$ cat config.mk
export PLATFORM = sky130hd
export DESIGN_NAME = swco_mul_cell
export DESIGN_NICKNAME = d
export VERILOG_FILES = /design/src/rtl/core/swco_pkg.sv /design/src/rtl/core/swco_mul_cell.sv
export SDC_FILE = /design/constraint.sdc
export NUM_CORES = 2
export LEC_CHECK = 0
export BUFFER_PORTS_ARGS = -buffer_cell sky130_fd_sc_hd__buf_2
export CORE_MARGIN = 3
export CORE_UTILIZATION = 30
export DETAILED_ROUTE_END_ITERATION = 8
export PLACE_DENSITY = 0.45
export REMOVE_ABC_BUFFERS = 1
export SLEW_MARGIN = 30
export SYNTH_ARGS = -nofsm -noshare
export SYNTH_HDL_FRONTEND = slang
export SYNTH_SLANG_ARGS = --single-unit
$ cat constraint.sdc
create_clock -name clk_i -period 1.6 [get_ports clk_i]
set_input_delay 0.16 -clock clk_i [delete_from_list [all_inputs] [get_ports clk_i]]
set_output_delay 0.16 -clock clk_i [all_outputs]
set_load 0.1 [all_outputs]
$ cat src/rtl/core/swco_pkg.sv
// Types and constants shared by the swept-circle overlap test core.
`timescale 1ns / 1ps
package swco_pkg;

  localparam int unsigned CoordW = 32;
  localparam int unsigned RadW   = 31;
  localparam int unsigned DiffW  = CoordW + 1;
  localparam int unsigned ProdW  = 2 * DiffW;
  localparam int unsigned OpW    = ProdW + 1;
  localparam int unsigned DigW   = 23;
  localparam int unsigned NDig   = 3;
  localparam int unsigned PadW   = DigW * NDig;
  localparam int unsigned AccW   = 2 * PadW;
  localparam int unsigned NCell  = NDig * NDig;

  typedef struct packed {
    logic decided;
    logic dval;
    logic p_le;
  } swco_flag_t;

  typedef struct packed {
    logic             vld;
    swco_flag_t       flg;
    logic [OpW-1:0]   r2;
    logic [OpW-1:0]   len2;
    logic [OpW-1:0]   crm;
    logic [OpW-1:0]   q;
    logic [AccW-1:0]  lhs;
    logic [AccW-1:0]  c2;
    logic [AccW-1:0]  qq;
  } swco_chain_t;

endpackage

$ cat src/rtl/core/swco_mul_cell.sv
// One cell of the product chain: adds one digit-pair partial product to each accumulator.
`timescale 1ns / 1ps
module swco_mul_cell #(
  parameter int unsigned Idx = 0
) (
  input  logic                 clk_i,
  input  logic                 rst_ni,
  input  logic                 en_i,
  input  swco_pkg::swco_chain_t in_i,
  output swco_pkg::swco_chain_t out_o
);
  import swco_pkg::*;

  localparam int unsigned DI = Idx / NDig;
  localparam int unsigned DJ = Idx % NDig;
  localparam int unsigned Sh = (DI + DJ) * DigW;

  logic [PadW-1:0]   r2_p, len2_p, crm_p, q_p;
  logic [2*DigW-1:0] pp_lhs, pp_c2, pp_qq;
  swco_chain_t       out_d, out_q;

  assign r2_p   = PadW'(in_i.r2);
  assign len2_p = PadW'(in_i.len2);
  assign crm_p  = PadW'(in_i.crm);
  assign q_p    = PadW'(in_i.q);

  assign pp_lhs = r2_p[DI*DigW +: DigW] * len2_p[DJ*DigW +: DigW];
  assign pp_c2  = crm_p[DI*DigW +: DigW] * crm_p[DJ*DigW +: DigW];
  assign pp_qq  = q_p[DI*DigW +: DigW] * q_p[DJ*DigW +: DigW];

  always_comb begin
    out_d     = in_i;
    out_d.lhs = in_i.lhs + (AccW'(pp_lhs) << Sh);
    out_d.c2  = in_i.c2 + (AccW'(pp_c2) << Sh);
    out_d.qq  = in_i.qq + (AccW'(pp_qq) << Sh);
  end

  always_ff @(posedge clk_i or negedge rst_ni) begin
    if (!rst_ni) begin
      out_q <= '0;
    end else if (en_i) begin
      out_q <= out_d;
    end
  end

  assign out_o = out_q;

endmodule

==> impl_metrics.yaml <==
run_status:
  run_status: "finished with violations"
  failing_checks: "hold timing, setup timing"
min_path:
  hold-path-cell-count: 4
  hold_path_class: "input port to flop"
die:
  io_pins: 1375
  start_util: 0.3029
  die-height_um: 535.7
  die_width_um: 535.7
  num_rows: 193
  fp.coreArea_mm2: 0.2779
  die-area_mm2: 0.2870
routing:
  final_antenna_net_count: 0
  met3WireLength_mm: 24.15
  routedLengthMet1_mm: 165.8
  post-route-drc-count: 0
  dr.pass1.iters: 5
  wl_per_cell_um: 26.12
  route.vias.total: 79410
  via_per_inst: 4.823
  route.met2.wl_mm: 204.4
  detail_route.iter0.violations: 4615
  top_layer: "met5"
  route.final.wire_length_mm: 430.2
sta:
  hold_vio_cnt_final: 1
  grt_setup_unrepaired: "true"
  finalWorstSetupSlack_ns: -4.772
  fmax_ghz: 0.1569
  final.min_clock_period_ns: 6.372
  number_of_endpoints_failing_setup_at_the_final_stage: 1129
  worst-slew-pin-transition_ns: 0.7159
  finalClockSkew_ns: 0
  fin_setup_tns_ns: -1852.71
  slew_headroom: 0.5199
  fin_crit_sh: 3.983
  timing.hold.ws_ns: -0.1165
  drv_slew: 0
placed_design:
  cell_count_after_placement: 15530
  place_hpwl_mm: 364.5
  place.port_buffers: 1374
  gpl.final_weighted_congestion: 0.9618
  placement.cell_area_mm2: 0.1107
layout:
  layout.cells.non_filler: 16470
  final_layout_size_suffix_gt1_frac: 0.3763
  postLayoutCoreUtil: 0.4567
  layout-area-overhead-vs-synth_pct: 50.77
  layout.cell_area.non_filler_mm2: 0.1269
  nets: 15200
  number_of_flip_flops_in_the_largest_register: 686
clock_tree:
  cts_buf_count: 99
  cts_tree: "yes"
  clk-insertion-delay-late_ns: 0.80
  cts.htree.levels: 3
  ctsLongestPathBuffers: 4
  cts.reportedPaths.clkPinSlew_ns: 0.06
  clock-root-buffer: "sky130_fd_sc_hd__clkbuf_16"
  cts.sinks: 686
synth:
  ys.warnings.count: 0
  synth.distinct_cells: 78
  combined_area_of_all_synthesized_cells_mm2: 0.08419
  synth_enable_flop_cells: 0
  synth_seq_area_share: 0.2039
  ys_dominant_reg_cell: "sky130_fd_sc_hd__dfrtp_1"
  avgSynthCellArea_um2: 9.514
  synth-seq-cells: 686
  netlist_instances: 8849
  ys_async_sr_fraction: 1.000
global_route:
  overflow: 0
  grt_pass1_wl_mm: 611.0
  grt_antenna_before_repair: 113
  global_route.usage.total: 0.2948
  grt_max_degree: 75
  first_global_vias: 85920
setup_path:
  slowest_cell_on_crit_path: "sky130_fd_sc_hd__fa_1"
  cp-start-kind: "input port"
  reg2regPathDepth: 3
  critical_path_end_type: "flop"
  worst_ep_arrival_time_ns: 7.08
  cp_max_fo: 9
  worstSetupPathType: "input port to flop"
  critPathRequiredTime_ns: 2.31
  cpPeakStageDelay_ns: 0.55
job:
  drv_cap: 0
==> stage by stage <==
step,hold WS (ns),worst slack (ns)
floorplan,-0.1356,-6.400
global placement,0.1326,-7.325
detailed placement,0.1282,-6.351
CTS,-0.2062,-4.755
global route,-0.1492,-4.902
finish,-0.1165,-4.772
==> what timing repair did <==
action / CTS / global route
setup endpoints to repair: 1092 / 1129
resized for setup: 770 / 520
setup buffers: 94 / 64
hold buffers: 561 / 4
cloned: 10 / 3
endpoints found under the hold margin: 1219 / 5
pin swaps: 277 / 319
==> cells in the mapped netlist (6+ instances only) <==
| master | n | area [um2] |
|---|---|---|
| sky130_fd_sc_hd__a211oi_1 | 28 | 210.2 |
| sky130_fd_sc_hd__or2_2 | 11 | 68.82 |
| sky130_fd_sc_hd__a2111oi_0 | 14 | 122.6 |
| sky130_fd_sc_hd__o31ai_1 | 25 | 187.7 |
| sky130_fd_sc_hd__nor4_1 | 51 | 319.1 |
| sky130_fd_sc_hd__nor2_1 | 446 | 1674 |
| sky130_fd_sc_hd__inv_1 | 1762 | 6614 |
| sky130_fd_sc_hd__and2_1 | 434 | 2715 |
| sky130_fd_sc_hd__o21a_1 | 21 | 157.7 |
| sky130_fd_sc_hd__o2bb2ai_1 | 6 | 52.55 |
| sky130_fd_sc_hd__o31a_1 | 9 | 78.83 |
| sky130_fd_sc_hd__nand2b_1 | 9 | 56.30 |
| sky130_fd_sc_hd__ha_1 | 524 | 6556 |
| sky130_fd_sc_hd__o2111ai_1 | 10 | 87.58 |
| sky130_fd_sc_hd__nand4b_1 | 11 | 96.34 |
| sky130_fd_sc_hd__xnor2_1 | 242 | 2120 |
| sky130_fd_sc_hd__buf_1 | 13 | 48.80 |
| sky130_fd_sc_hd__nand3_1 | 143 | 715.7 |
| sky130_fd_sc_hd__nand4_1 | 142 | 888.4 |
| sky130_fd_sc_hd__nand2_1 | 865 | 3247 |
| sky130_fd_sc_hd__o211ai_1 | 17 | 127.6 |
| sky130_fd_sc_hd__xor2_1 | 144 | 1261 |
| sky130_fd_sc_hd__and3_1 | 89 | 556.8 |
| sky130_fd_sc_hd__o21ai_0 | 120 | 600.6 |
| sky130_fd_sc_hd__fa_1 | 1348 | 26990 |
| sky130_fd_sc_hd__a21oi_1 | 419 | 2097 |
| sky130_fd_sc_hd__or4_1 | 23 | 172.7 |
| sky130_fd_sc_hd__clkbuf_1 | 376 | 1411 |
| sky130_fd_sc_hd__nor3_1 | 111 | 555.5 |
| sky130_fd_sc_hd__nor3b_1 | 7 | 52.55 |
| sky130_fd_sc_hd__a31oi_1 | 41 | 256.5 |
| sky130_fd_sc_hd__a21boi_0 | 6 | 45.04 |
| sky130_fd_sc_hd__o21bai_1 | 25 | 187.7 |
| sky130_fd_sc_hd__or3_1 | 28 | 175.2 |
| sky130_fd_sc_hd__dfrtp_1 | 686 | 17170 |
| sky130_fd_sc_hd__mux2_2 | 412 | 4639 |
| sky130_fd_sc_hd__and4_1 | 21 | 183.9 |
| sky130_fd_sc_hd__a221oi_1 | 6 | 52.55 |
| sky130_fd_sc_hd__nor2b_1 | 24 | 150.1 |
| sky130_fd_sc_hd__a21o_1 | 95 | 713.2 |
==> kinds of logic (layout without fill, tap and decap cells) <==
family	count (synthesis)	count (layout)	synth area share
xor+xnor	386	386	0.04016
fa+ha+maj	1872	1872	0.3984
buf+inv	2154	6017	0.09608
compound gates	898	898	0.06550
mux	417	417	0.05570
other cells	0	50	0
flops	686	686	0.2039
simple gates	2436	2436	0.1403
==> critical path, delay by kind of cell <==
family / cells / cell delay (ns)
AND/OR/NAND/NOR: 3 / 0.63
adder cells (fa/ha/maj): 8 / 3.52
buffers and inverters: 12 / 0.98
AO/OA/AOI/OAI: 7 / 1.74
==> metal layers <==
layer	vias to the layer above	track usage
met2	2613	0.4901
met3	775	0.04373
li1	35440	-
met1	40540	0.3530
met4	44	0.1987
met5	-	0
==> cell type report <==
type / instances / area (um2)
repair buffers: 4080 / 32080
flip-flops and latches: 686 / 17170
well taps: 3705 / 4636
clock inverters: 48 / 573.1
multi-input cells: 6009 / 63030
clock buffers: 127 / 2693
fillers: 27160 / 151000
inverters: 1762 / 6633
diodes: 50 / 125.1
==> final timing paths <==
path / start / end / slack [ns]
setup / recovery: in_i[487] / out_o[258]$_DFFE_PN0P_ / -4.77
hold / removal: in_i[276] / out_o[277]$_DFFE_PN0P_ / -0.12
setup reg to reg: out_o[179]$_DFFE_PN0P_ / out_o[179]$_DFFE_PN0P_ / 0.20
hold reg to reg: out_o[610]$_DFFE_PN0P_ / out_o[610]$_DFFE_PN0P_ / 0.50
max in group asynchronous: rst_ni / out_o[502]$_DFFE_PN0P_ / -0.13
min in group asynchronous: rst_ni / out_o[74]$_DFFE_PN0P_ / 0.72
==> cells in the final DEF, fill, tap and decap left out, drive strengths merged, types with 125 or more instances in the layout <==
master and n:
buf 3506, inv 1766, fa 1348, nand2 865
dfrtp 686, dlygate4sd3 565, ha 524, nor2 446
and2 435, a21oi 419, mux2 412, xnor2 242
xor2 144, nand3 143, nand4 142, clkbuf 132
o21ai 125
Power is left out: the tool's default activity adds up to more than one toggle a clock period on the data nets, which glitch-free logic cannot reach.
